<file path="src/sv/srvramp_pkg.sv">
`timescale 1ns / 1ps

package srvramp_pkg;

  localparam int WIDTH_BITS     = 12;
  localparam int MAX_RAMP_STEPS = 64;
  localparam int CNT_W          = 7;
  localparam int CFG_IDX_W      = 2;
  localparam int CFG_DATA_W     = 12;
  localparam int DIV_ITERS      = WIDTH_BITS;
  localparam int DCNT_W         = $clog2(DIV_ITERS + 1);

  // register indexes on the configuration port
  localparam logic [CFG_IDX_W-1:0] REG_STRAIGHT_WIDTH = 2'd0;
  localparam logic [CFG_IDX_W-1:0] REG_CURVED_WIDTH   = 2'd1;
  localparam logic [CFG_IDX_W-1:0] REG_RAMP_STEPS     = 2'd2;

  localparam logic [CNT_W-1:0] RAMP_STEPS_RESET = 7'd10;

  // operation codes
  localparam logic OP_ACTIVATE = 1'b0;
  localparam logic OP_ROUTE    = 1'b1;

  // route codes
  localparam logic ROUTE_STRAIGHT = 1'b0;
  localparam logic ROUTE_CURVED   = 1'b1;

  typedef struct packed {
    logic operation;
    logic desired_route;
  } in_item_t;

  typedef struct packed {
    logic [WIDTH_BITS-1:0] pulse_width;
    logic                  last;
  } out_item_t;

  // controller to datapath
  typedef struct packed {
    logic capture;
    logic div_start;
    logic div_step;
    logic emit_mid;
    logic emit_last;
    logic emit_act;
  } dp_cmd_t;

  // datapath to controller
  typedef struct packed {
    logic is_activate;
    logic same_route;
    logic div_done;
    logic mid_done;
    logic slot_free;
  } dp_status_t;

endpackage

</file>
<file path="src/sv/srvramp_ctrl.sv">
`timescale 1ns / 1ps

module srvramp_ctrl import srvramp_pkg::*; (
  input  logic       clk,
  input  logic       rst_n,
  input  logic       in_valid,
  output logic       in_ready,
  input  dp_status_t status,
  output dp_cmd_t    cmd
);

  localparam logic [1:0] ST_IDLE     = 2'd0;
  localparam logic [1:0] ST_DISPATCH = 2'd1;
  localparam logic [1:0] ST_DIV      = 2'd2;
  localparam logic [1:0] ST_EMIT     = 2'd3;

  logic [1:0] state_r;
  logic [1:0] state_nxt;

  always_ff @(posedge clk) begin
    if (!rst_n) begin
      state_r <= ST_IDLE;
    end else begin
      state_r <= state_nxt;
    end
  end

  assign in_ready = (state_r == ST_IDLE);

  always_comb begin
    state_nxt = state_r;
    cmd       = '0;
    case (state_r)
      ST_IDLE: begin
        if (in_valid) begin
          cmd.capture = 1'b1;
          state_nxt   = ST_DISPATCH;
        end
      end
      ST_DISPATCH: begin
        if (status.is_activate) begin
          if (status.slot_free) begin
            cmd.emit_act = 1'b1;
            state_nxt    = ST_IDLE;
          end
        end else if (status.same_route) begin
          state_nxt = ST_IDLE;
        end else begin
          cmd.div_start = 1'b1;
          state_nxt     = ST_DIV;
        end
      end
      ST_DIV: begin
        if (status.div_done) begin
          state_nxt = ST_EMIT;
        end else begin
          cmd.div_step = 1'b1;
        end
      end
      ST_EMIT: begin
        if (status.slot_free) begin
          if (!status.mid_done) begin
            cmd.emit_mid = 1'b1;
          end else begin
            cmd.emit_last = 1'b1;
            state_nxt     = ST_IDLE;
          end
        end
      end
      default: begin
        state_nxt = ST_IDLE;
      end
    endcase
  end

endmodule

</file>
<file path="src/sv/srvramp_dp.sv">
`timescale 1ns / 1ps

module srvramp_dp import srvramp_pkg::*; (
  input  logic                  clk,
  input  logic                  rst_n,
  input  logic                  cfg_we,
  input  logic [CFG_IDX_W-1:0]  cfg_index,
  input  logic [CFG_DATA_W-1:0] cfg_data,
  input  in_item_t              in_data,
  output out_item_t             out_data,
  output logic                  out_valid,
  input  logic                  out_ready,
  input  dp_cmd_t               cmd,
  output dp_status_t            status
);

  logic [WIDTH_BITS-1:0] straight_r;
  logic [WIDTH_BITS-1:0] curved_r;
  logic [CNT_W-1:0]      steps_r;
  logic                  route_r;
  logic                  op_r;
  logic                  want_r;

  logic [WIDTH_BITS-1:0] end_r;
  logic [CNT_W-1:0]      count_r;
  logic                  neg_r;
  logic [CNT_W-1:0]      rem_r;
  logic [WIDTH_BITS-1:0] quo_r;
  logic [DCNT_W-1:0]     dcnt_r;
  logic [CNT_W-1:0]      idx_r;
  logic [WIDTH_BITS:0]   acc_r;

  out_item_t out_data_r;
  logic      out_valid_r;

  logic [WIDTH_BITS-1:0] ramp_start;
  logic [WIDTH_BITS-1:0] ramp_end;
  logic [WIDTH_BITS:0]   diff;
  logic [WIDTH_BITS:0]   diff_mag;
  logic [CNT_W-1:0]      eff_count;
  logic [CNT_W:0]        trial;
  logic                  fits;
  logic [WIDTH_BITS:0]   step;
  logic [WIDTH_BITS:0]   acc_sum;
  logic                  emit_any;

  // zero steps acts as one, anything past the maximum saturates
  always_comb begin
    if (steps_r == '0) begin
      eff_count = CNT_W'(1);
    end else if (steps_r > CNT_W'(MAX_RAMP_STEPS)) begin
      eff_count = CNT_W'(MAX_RAMP_STEPS);
    end else begin
      eff_count = steps_r;
    end
  end

  assign ramp_start = (want_r == ROUTE_CURVED) ? straight_r : curved_r;
  assign ramp_end   = (want_r == ROUTE_CURVED) ? curved_r : straight_r;
  assign diff       = {1'b0, ramp_end} - {1'b0, ramp_start};
  assign diff_mag   = diff[WIDTH_BITS] ? (~diff + 1'b1) : diff;

  // restoring divider, one quotient bit per cycle
  assign trial = {rem_r, quo_r[WIDTH_BITS-1]};
  assign fits  = (trial >= {1'b0, count_r});

  // sign-magnitude quotient truncates toward zero
  assign step    = neg_r ? (~{1'b0, quo_r} + 1'b1) : {1'b0, quo_r};
  assign acc_sum = acc_r + step;

  assign emit_any = cmd.emit_mid | cmd.emit_last | cmd.emit_act;

  always_ff @(posedge clk) begin
    if (!rst_n) begin
      straight_r <= '0;
      curved_r   <= '0;
      steps_r    <= RAMP_STEPS_RESET;
    end else if (cfg_we) begin
      case (cfg_index)
        REG_STRAIGHT_WIDTH: straight_r <= cfg_data[WIDTH_BITS-1:0];
        REG_CURVED_WIDTH:   curved_r   <= cfg_data[WIDTH_BITS-1:0];
        REG_RAMP_STEPS:     steps_r    <= cfg_data[CNT_W-1:0];
        default: begin
        end
      endcase
    end
  end

  always_ff @(posedge clk) begin
    if (!rst_n) begin
      route_r <= ROUTE_STRAIGHT;
    end else if (cmd.emit_act) begin
      route_r <= ROUTE_STRAIGHT;
    end else if (cmd.emit_last) begin
      route_r <= want_r;
    end
  end

  always_ff @(posedge clk) begin
    if (!rst_n) begin
      dcnt_r <= '0;
    end else if (cmd.div_start) begin
      dcnt_r <= DCNT_W'(DIV_ITERS);
    end else if (cmd.div_step) begin
      dcnt_r <= dcnt_r - 1'b1;
    end
  end

  always_ff @(posedge clk) begin
    if (cmd.capture) begin
      op_r   <= in_data.operation;
      want_r <= in_data.desired_route;
    end
    if (cmd.div_start) begin
      end_r   <= ramp_end;
      count_r <= eff_count;
      neg_r   <= diff[WIDTH_BITS];
      rem_r   <= '0;
      quo_r   <= diff_mag[WIDTH_BITS-1:0];
      idx_r   <= CNT_W'(1);
      acc_r   <= {1'b0, ramp_start};
    end
    if (cmd.div_step) begin
      rem_r <= fits ? CNT_W'(trial - {1'b0, count_r}) : trial[CNT_W-1:0];
      quo_r <= {quo_r[WIDTH_BITS-2:0], fits};
    end
    if (cmd.emit_mid) begin
      acc_r <= acc_sum;
      idx_r <= idx_r + 1'b1;
    end
  end

  always_ff @(posedge clk) begin
    if (cmd.emit_mid) begin
      out_data_r.pulse_width <= acc_sum[WIDTH_BITS-1:0];
      out_data_r.last        <= 1'b0;
    end else if (cmd.emit_last) begin
      out_data_r.pulse_width <= end_r;
      out_data_r.last        <= 1'b1;
    end else if (cmd.emit_act) begin
      out_data_r.pulse_width <= straight_r;
      out_data_r.last        <= 1'b1;
    end
  end

  always_ff @(posedge clk) begin
    if (!rst_n) begin
      out_valid_r <= 1'b0;
    end else if (emit_any) begin
      out_valid_r <= 1'b1;
    end else if (out_ready) begin
      out_valid_r <= 1'b0;
    end
  end

  assign out_data  = out_data_r;
  assign out_valid = out_valid_r;

  assign status.is_activate = (op_r == OP_ACTIVATE);
  assign status.same_route  = (want_r == route_r);
  assign status.div_done    = (dcnt_r == '0);
  assign status.mid_done    = (idx_r == count_r);
  assign status.slot_free   = !out_valid_r || out_ready;

endmodule

</file>
<file path="src/sv/servo_position_ramp.sv">
`timescale 1ns / 1ps

// two-position turnout servo driver. an activate request forces the straight
// route and returns the straight pulse width once, flagged last. a route
// request naming the stored route returns nothing; one naming the other route
// returns a linear ramp of N widths (N = ramp_steps, 0 read as 1, capped at
// 64) from the old route's width toward the new one, the final one being the
// exact end width flagged last. a request is taken only while the controller
// is idle, so requests are handled one at a time. an activate waits in
// dispatch until the output register is free; a route change goes through
// dispatch and setup, the bit-serial step divider (one quotient bit per cycle,
// one per width bit), a hand-over to the ramp, then emits its widths in order,
// holding while the output register is full. a same-route request passes
// through dispatch only. results sit in one output register, so a new
// request may be taken while the last result waits.
// configuration registers: 0 straight_width, 1 curved_width, 2 ramp_steps;
// writes to other indexes are dropped, and cfg_ready is always high.

module servo_position_ramp import srvramp_pkg::*; (
  input  logic                  clk,
  input  logic                  rst_n,
  // request channel
  input  logic                  in_valid,
  output logic                  in_ready,
  input  in_item_t              in_data,
  // result channel
  output logic                  out_valid,
  input  logic                  out_ready,
  output out_item_t             out_data,
  // configuration write channel
  input  logic                  cfg_valid,
  output logic                  cfg_ready,
  input  logic [CFG_IDX_W-1:0]  cfg_index,
  input  logic [CFG_DATA_W-1:0] cfg_data
);

  dp_cmd_t    cmd;
  dp_status_t status;
  logic       cfg_we;

  // register writes are always accepted
  assign cfg_ready = 1'b1;
  assign cfg_we    = cfg_valid & cfg_ready;

  // sequencer: dispatch, and for a route change divide, then walk the ramp
  srvramp_ctrl u_ctrl (
    .clk      (clk),
    .rst_n    (rst_n),
    .in_valid (in_valid),
    .in_ready (in_ready),
    .status   (status),
    .cmd      (cmd)
  );

  // config registers, route, divider, ramp accumulator, output register
  srvramp_dp u_dp (
    .clk       (clk),
    .rst_n     (rst_n),
    .cfg_we    (cfg_we),
    .cfg_index (cfg_index),
    .cfg_data  (cfg_data),
    .in_data   (in_data),
    .out_data  (out_data),
    .out_valid (out_valid),
    .out_ready (out_ready),
    .cmd       (cmd),
    .status    (status)
  );

endmodule

</file>
<file path="config.mk">
export PLATFORM = sky130hd
export DESIGN_NAME = servo_position_ramp
export DESIGN_NICKNAME = d
export VERILOG_FILES = /design/src/sv/srvramp_pkg.sv /design/src/sv/srvramp_ctrl.sv /design/src/sv/srvramp_dp.sv /design/src/sv/servo_position_ramp.sv
export SDC_FILE = /design/constraint.sdc
export NUM_CORES = 1
export LEC_CHECK = 0
export BUFFER_PORTS_ARGS = -buffer_cell sky130_fd_sc_hd__clkbuf_2
export CAP_MARGIN = 20
export CELL_PAD_IN_SITES_DETAIL_PLACEMENT = 0
export CELL_PAD_IN_SITES_GLOBAL_PLACEMENT = 1
export CORE_UTILIZATION = 37
export CTS_CLUSTER_DIAMETER = 30
export DETAILED_ROUTE_END_ITERATION = 16
export GPL_TIMING_DRIVEN = 1
export PLACE_DENSITY = 0.75
export SLEW_MARGIN = 15
export SYNTH_ARGS = -nofsm -noshare
export SYNTH_HDL_FRONTEND = slang
export SYNTH_SLANG_ARGS = --single-unit
</file>
<file path="constraint.sdc">
create_clock -name clk -period 5.6 [get_ports clk]
set_clock_uncertainty 0.15 [all_clocks]
set_input_delay 0.28 -clock clk [delete_from_list [all_inputs] [get_ports clk]]
set_output_delay 0.28 -clock clk [all_outputs]
set_load 0.01 [all_outputs]
</file>
==> results_dict.tcl, run 1 <==
set metrics [dict create \
    status "finished clean" \
    postSynth.asyncResetShare_pct 0 \
    antenna_found_initial 0 \
    irDropWorstVdd_uv 154 \
    fmax_mhz 237 \
    fin_ws_ns 1.38 \
    placed_cells 888 \
    numCtsBuffers 9 \
    synth.mux.area_fraction_pct 11.5 \
    clk_pin_slew_ns 0.07 \
    synth-main-ff-cell "edfxtp_1" \
    p_int_mw 1.59 \
    drv_cap 0 \
    io_buffers 35 \
    rows 48 \
    netlist_instances 653 \
    h-tree-depth 3 \
    overflow 0 \
    post-route-min-period_ns 4.22 \
    io_pins 37 \
    syn_area_sq_um 6680 \
    seq_power_share_pct 44.1 \
    syn_avg_cell_area_sq_um 10.2 \
    tightest_slew_ns 0.976 \
    die_x_microns 136 \
    viasPerCell 5.21 \
    end_kind "flip-flop" \
    instances_no_fill 906 \
    drt-total-wl_mm 15.0 \
    synth_fa_ha_area_share_pct 7.27 \
    grt_use_total_pct 17.1 \
    crit_arrival_ns 4.14 \
    synth_seq_cells 112 \
    synth_xor_area_share_pct 8.13 \
    slew_viol_final 0 \
    period_share_pct 75.4 \
    grt_pass1_wl_mm 24.0 \
    final-setup-viol-count 0 \
    clock_latency_ns 0.36 \
    sw_frac_of_total_pct 30.7 \
    die_area_sq_um 18600 \
    synth_top_family_by_area "simple AND/OR/NAND/NOR gates" \
    nNetsFinal 734 \
    avgRoutedWirePerCell_microns 16.6 \
    antennaDiodeCount 0 \
    power.density_nw_per_um2 311 \
    postCtsResizedCells 0 \
    start_util_pct 38.2 \
    clk_path_buf_depth 2 \
    post-route-util_pct 42.2 \
    synth.distinct_cells 58 \
    yosysWarningCount 0 \
    first_global_vias 4511 \
    startpoint_type "flip-flop" \
    synth-compound-area-share_pct 11.1 \
    dp_hpwl_mm 11.4 \
    critPathMaxFanout 18 \
    leakagePower_nw 2.99 \
    cts.sinks 112 \
    drtIter0Drc 261 \
    hold_viol 0 \
    hold_path.class "in2reg" \
    worstRegToRegCells 11 \
    relSlewSlack_pct 34.8 \
    drt_pass1_iterations 5 \
    critPathKind "reg2reg" \
    preCtsSetupSlack_ns 1.47 \
    final_antenna_net_count 0 \
    finalSetupTns_ns 0 \
    clkPwrFrac_pct 29.2 \
    gp_congestion 0.881 \
    design.core.area_sq_um 17500 \
    drive_above_1_share_pct 11.2 \
    holdPathStages 3 \
    rsz0062_at_grt "no" \
    grt_max_degree 39 \
    num_vias 4716 \
    synth_enable_flop_cells 72 \
    drcViolationCount 0 \
    ys_seq_area_share_pct 44.4 \
    p_comb_share_pct 26.7 \
    cts-root-buf "clkbuf_16" \
    area_delta_synth_final_pct 10.5 \
    power_switching_mw 0.704 \
    fp.dieH_microns 136 \
    synthSimpleGateAreaFrac_pct 14.6 \
    cts_tree "done" \
    syn_nets 711 \
    crit_required_ns 5.52 \
    nFillCells 1675 \
]
## critical path: stages (launching register included)
cell      delay (ns)
edfxtp_1        0.86
buf_4           0.33
mux2_2          0.37
ha_1            0.41
or3b_2          0.25
nand2_1         0.05
o21ai_0         0.17
nand4_1         0.21
or4_1           0.60
o31ai_2         0.28
xor2_1          0.17
a21oi_1         0.08
## routing by layer
metal	share of wire [%]	up-vias	track usage (%)
met4	2.0	0	6.48
met2	44	104	26.3
met5	0	-	0
li1	-	2365	-
met1	49	2232	24.0
met3	4.4	15	2.87
## synth_stat cells, types with 7 or more instances
cell      instances  area share, %
o21ai_0          38            2.8
edfxtp_1         72             32
nor2_1           60            3.4
ha_1             34            6.4
dfxtp_1          40             12
nand2_1          38            2.1
inv_1            22            1.2
a21o_1            7           0.79
clkbuf_1         23            1.3
xor2_1           20            2.6
xnor2_1          42            5.5
mux2_2           12            2.0
nand3_1           8           0.60
mux2i_1          63            9.4
a21oi_1          41            3.1
nand2b_1         10           0.94
nor2b_1          41            3.8
## per-stage QoR
step	power (mW)	cell area, sq um	hold WS (ns)
3_5_place_dp	1.64	7050	0.315
5_1_grt	2.41	7380	0.0628
6_report	2.29	7380	0.0299
4_1_cts	2.31	7380	0.0210
2_1_floorplan	1.48	6680	0.229
3_3_place_gp	1.62	7050	0.300
## power by group through the flow
stage | Combinational [mW] | Sequential, mW | Clock, mW
3_3_place_gp | 0.596 | 1.03 | 0
2_1_floorplan | 0.470 | 1.01 | 0
5_1_grt | 0.679 | 1.02 | 0.715
3_5_place_dp | 0.607 | 1.03 | 0
6_report | 0.612 | 1.01 | 0.669
4_1_cts | 0.613 | 1.01 | 0.681
## timing repair
item | in CTS | in global routing
endpoints found under the hold margin | 2 | 0
hold buffers | 2 | 0
buffers inserted | 0 | 0
## state kept, by name (all words and copies together) (netlist names), 4 cells and up, named ones only
register	cells
u_dp.acc_r	12
u_dp.count_r	7
u_dp.curved_r	12
u_dp.dcnt_r	4
u_dp.end_r	12
u_dp.idx_r	7
u_dp.out_data	13
u_dp.quo_r	12
u_dp.rem_r	7
u_dp.steps_r	7
u_dp.straight_r	12
## final cells by class
| class | count | area, sq um | share of cell area [%] |
|---|---|---|---|
| multi-input cells | 490 | 3520 | 47.7 |
| inverters | 22 | 82.6 | 1.12 |
| clock buffers | 10 | 239 | 3.24 |
| flip-flops and latches | 112 | 2960 | 40.2 |
| well taps | 225 | 282 | 3.82 |
| clock inverters | 6 | 65.1 | 0.882 |
| repair buffers | 41 | 225 | 3.05 |
## final timing paths
path,slack [ns],startpoint,end
worst max-delay path,1.38,u_dp.want_r,u_dp.quo_r[10]
worst min-delay path,0.03,cfg_data[1],u_dp.steps_r[1]
worst max register to register,1.38,u_dp.want_r,u_dp.quo_r[10]
worst min register to register,0.33,u_dp.out_data[0],u_dp.out_data[0]
## kinds of logic (layout without fill, tap and decap cells)
kind of cell               count (synthesis)  in the layout
and+or+nand+nor                          194            194
AOI/OAI and AO/OA                        121            121
buffers and inverters                     51             79
muxes                                     75             75
DFF                                      112            112
xor gates and xnor gates                  62             62
adders and majority gates                 37             37
other                                      1              1
## layout by cell type (no fill, tap or decap), drive strengths merged, types with 4 or more instances in the layout
cell type and count:
edfxtp 72, mux2i 63, nor2 60, clkbuf 45
a21oi 43, xnor2 42, nor2b 41, dfxtp 40
nand2 38, o21ai 38, ha 34, inv 24
xor2 20, mux2 12, nand2b 10, nand3 8
a21o 8, and3 6, o21a 6, nor3 6
o31ai 5, a211oi 4, buf 4, a21boi 4
(Power assumes the default switching activity.)
==> run 2, diff against run 1 <==
==> constraint.sdc (replaced) <==
create_clock -name clk -period 4.2 [get_ports clk]
set_clock_uncertainty 0.15 [all_clocks]
set_input_delay 0.21 -clock clk [delete_from_list [all_inputs] [get_ports clk]]
set_output_delay 0.21 -clock clk [all_outputs]
set_load 0.01 [all_outputs]
==> run 2 against run 1 <==
  * Flip-flop and latch count is the same
  * Design area grew 2.3%
  * Cell count rose by 1.3%
  * Critical path depth did not move
  * Combinational power is 37% higher
  * Setup slack got worse by 1.1 ns
  * Sequential share of layout area fell by 0.89 points
  * Maximum frequency increased by 6.6%
  * Wire length rose by 0.28%
  * Hold slack worse by 0.019 ns
  * Register-to-register slack lost 1.1 ns
  * Largest cell class unchanged
  * Largest power group unchanged
==> results_dict.tcl, run 2 (synthesized netlist as in run 1, its figures left out) <==
set metrics [dict create \
    status "finished clean" \
    hold_path.class "in2reg" \
    cts_tree "done" \
    start_util_pct 38.2 \
    final_common_cell "edfxtp_1" \
    num_vias 4782 \
    hold_viol 0 \
    fmax_mhz 252 \
    dp_hpwl_mm 11.5 \
    max_stage_delay_ns 0.53 \
    power_switching_mw 0.953 \
    crit_arrival_ns 3.90 \
    gp_congestion 0.796 \
    power.density_nw_per_um2 419 \
    final-setup-viol-count 0 \
    fp.dieH_microns 136 \
    drcViolationCount 0 \
    area_delta_synth_final_pct 13.0 \
    clk_path_buf_depth 2 \
    largest_register_ffs 13 \
    drv_cap 0 \
    cts_setup_buffers 0 \
    period_share_pct 94.3 \
    die_x_microns 136 \
    h-tree-depth 3 \
    placed_cells 890 \
    postCtsResizedCells 0 \
    critPathSlowestCell "edfxtp_1" \
    cts.sinks 112 \
    final_cell_mix "72 x edfxtp_1, 63 x mux2i_1, 60 x nor2_1" \
    irDropWorstVdd_uv 231 \
    die_area_sq_um 18600 \
    design.core.area_sq_um 17500 \
    critPathKind "reg2reg" \
    post-route-min-period_ns 3.96 \
    p_int_mw 2.21 \
    preCtsSetupSlack_ns 0.349 \
    cts-root-buf "clkbuf_16" \
    relSlewSlack_pct 40.6 \
    antenna_found_initial 0 \
    io_buffers 35 \
    end_kind "flip-flop" \
    seq_power_share_pct 42.5 \
    clkPwrFrac_pct 31.0 \
    fin_ws_ns 0.239 \
    rsz0062_at_grt "no" \
    first_global_vias 4676 \
    viasPerCell 5.21 \
    critPathMaxFanout 15 \
    tightest_slew_ns 0.888 \
    grt_max_degree 39 \
    drt-total-wl_mm 15.1 \
    final_antenna_net_count 0 \
    slew_viol_final 0 \
    drtIter0Drc 277 \
    path_common_cell "xnor2_1" \
    numCtsBuffers 9 \
    drive_above_1_share_pct 11.4 \
    nNetsFinal 746 \
    antennaDiodeCount 0 \
    rows 48 \
    drt_pass1_iterations 5 \
    whs_ns 0.0108 \
    sw_frac_of_total_pct 30.1 \
    grt_pass1_wl_mm 24.9 \
    clock_latency_ns 0.36 \
    overflow 0 \
    leakagePower_nw 3.06 \
    clk_pin_slew_ns 0.08 \
    startpoint_type "flip-flop" \
    crit_required_ns 4.14 \
    io_pins 37 \
    avgRoutedWirePerCell_microns 16.4 \
    grt_use_total_pct 17.5 \
    finalSetupTns_ns 0 \
    crit_chain "buf_4, mux2_2, ha_1, a21o_1, a221oi_2, xnor2_1, nor4b_1, nand2b_1, o41ai_2, xnor2_1, a21oi_1" \
    instances_no_fill 918 \
    p_comb_share_pct 26.5 \
]
-- run 2: cell count changes in the layout (fill, tap and decap cells not counted) --
cell,change
buf_4,+2
bufinv_16,-1
clkbuf_16,+4
clkinv_1,-1
clkinv_2,-1
clkinv_4,-1
dlygate4sd3_1,+10
-- run 2: final timing paths --
check                   start  slack [ns]  cells past startpoint               end
max reg2reg       u_dp.want_r        0.24                     11    u_dp.quo_r[11]
min               cfg_data[6]        0.01                      3   u_dp.steps_r[6]
max               u_dp.want_r        0.24                     11    u_dp.quo_r[11]
min reg2reg  u_dp.out_data[0]        0.32                      1  u_dp.out_data[0]
-- run 2: through the flow --
step                      utilization, %  power [mW]  instance area [sq um]
after floorplan                        -        1.98                   6680
after global placement              40.4        2.17                   7070
after detailed placement            40.4        2.19                   7070
after CTS                           43.2        3.18                   7540
after global routing                43.2        3.32                   7540
final                               43.2        3.16                   7540
-- run 2: what timing repair did --
item,in CTS,in global routing
hold buffers,12,0
endpoints found under the setup margin,0,0
endpoints found under the hold margin,18,0
-- run 2: layout make-up --
cell class,instances,area (sq um)
sequential,112,2960
fill,1621,9930
clock inverter,2,17.5
tap,225,282
inverter,22,82.6
timing repair buffer,53,340
multi-input combinational,490,3520
clock buffer,14,339
-- run 2: layer usage --
metal	track usage, %	vias up	part of all wire (%)	wire [microns]
met4	6.67	0	1.6	235
met2	26.6	141	44	6690
li1	-	2383	-	-
met1	25.4	2243	49	7440
met3	1.98	15	4.8	717
met5	0	-	0	0
-- run 2: critical path, delay by kind of cell (launching register included) --
kind                     cells  cell delay (ns)
multiplexers                 1             0.38
XOR/XNOR                     2             0.36
AND/OR/NAND/NOR              2             0.62
flip-flops                   1             0.53
adder cells (fa/ha/maj)      1             0.38
buffers and inverters        1             0.32
AO/OA/AOI/OAI                4             0.95
-- run 2: power by group through the flow --
stage,Sequential [mW],Clock (mW),Combinational [mW]
2_1_floorplan,1.35,0,0.627
3_3_place_gp,1.37,0,0.803
5_1_grt,1.35,1.04,0.927
6_report,1.34,0.980,0.840
4_1_cts,1.34,0.999,0.836
3_5_place_dp,1.37,0,0.821
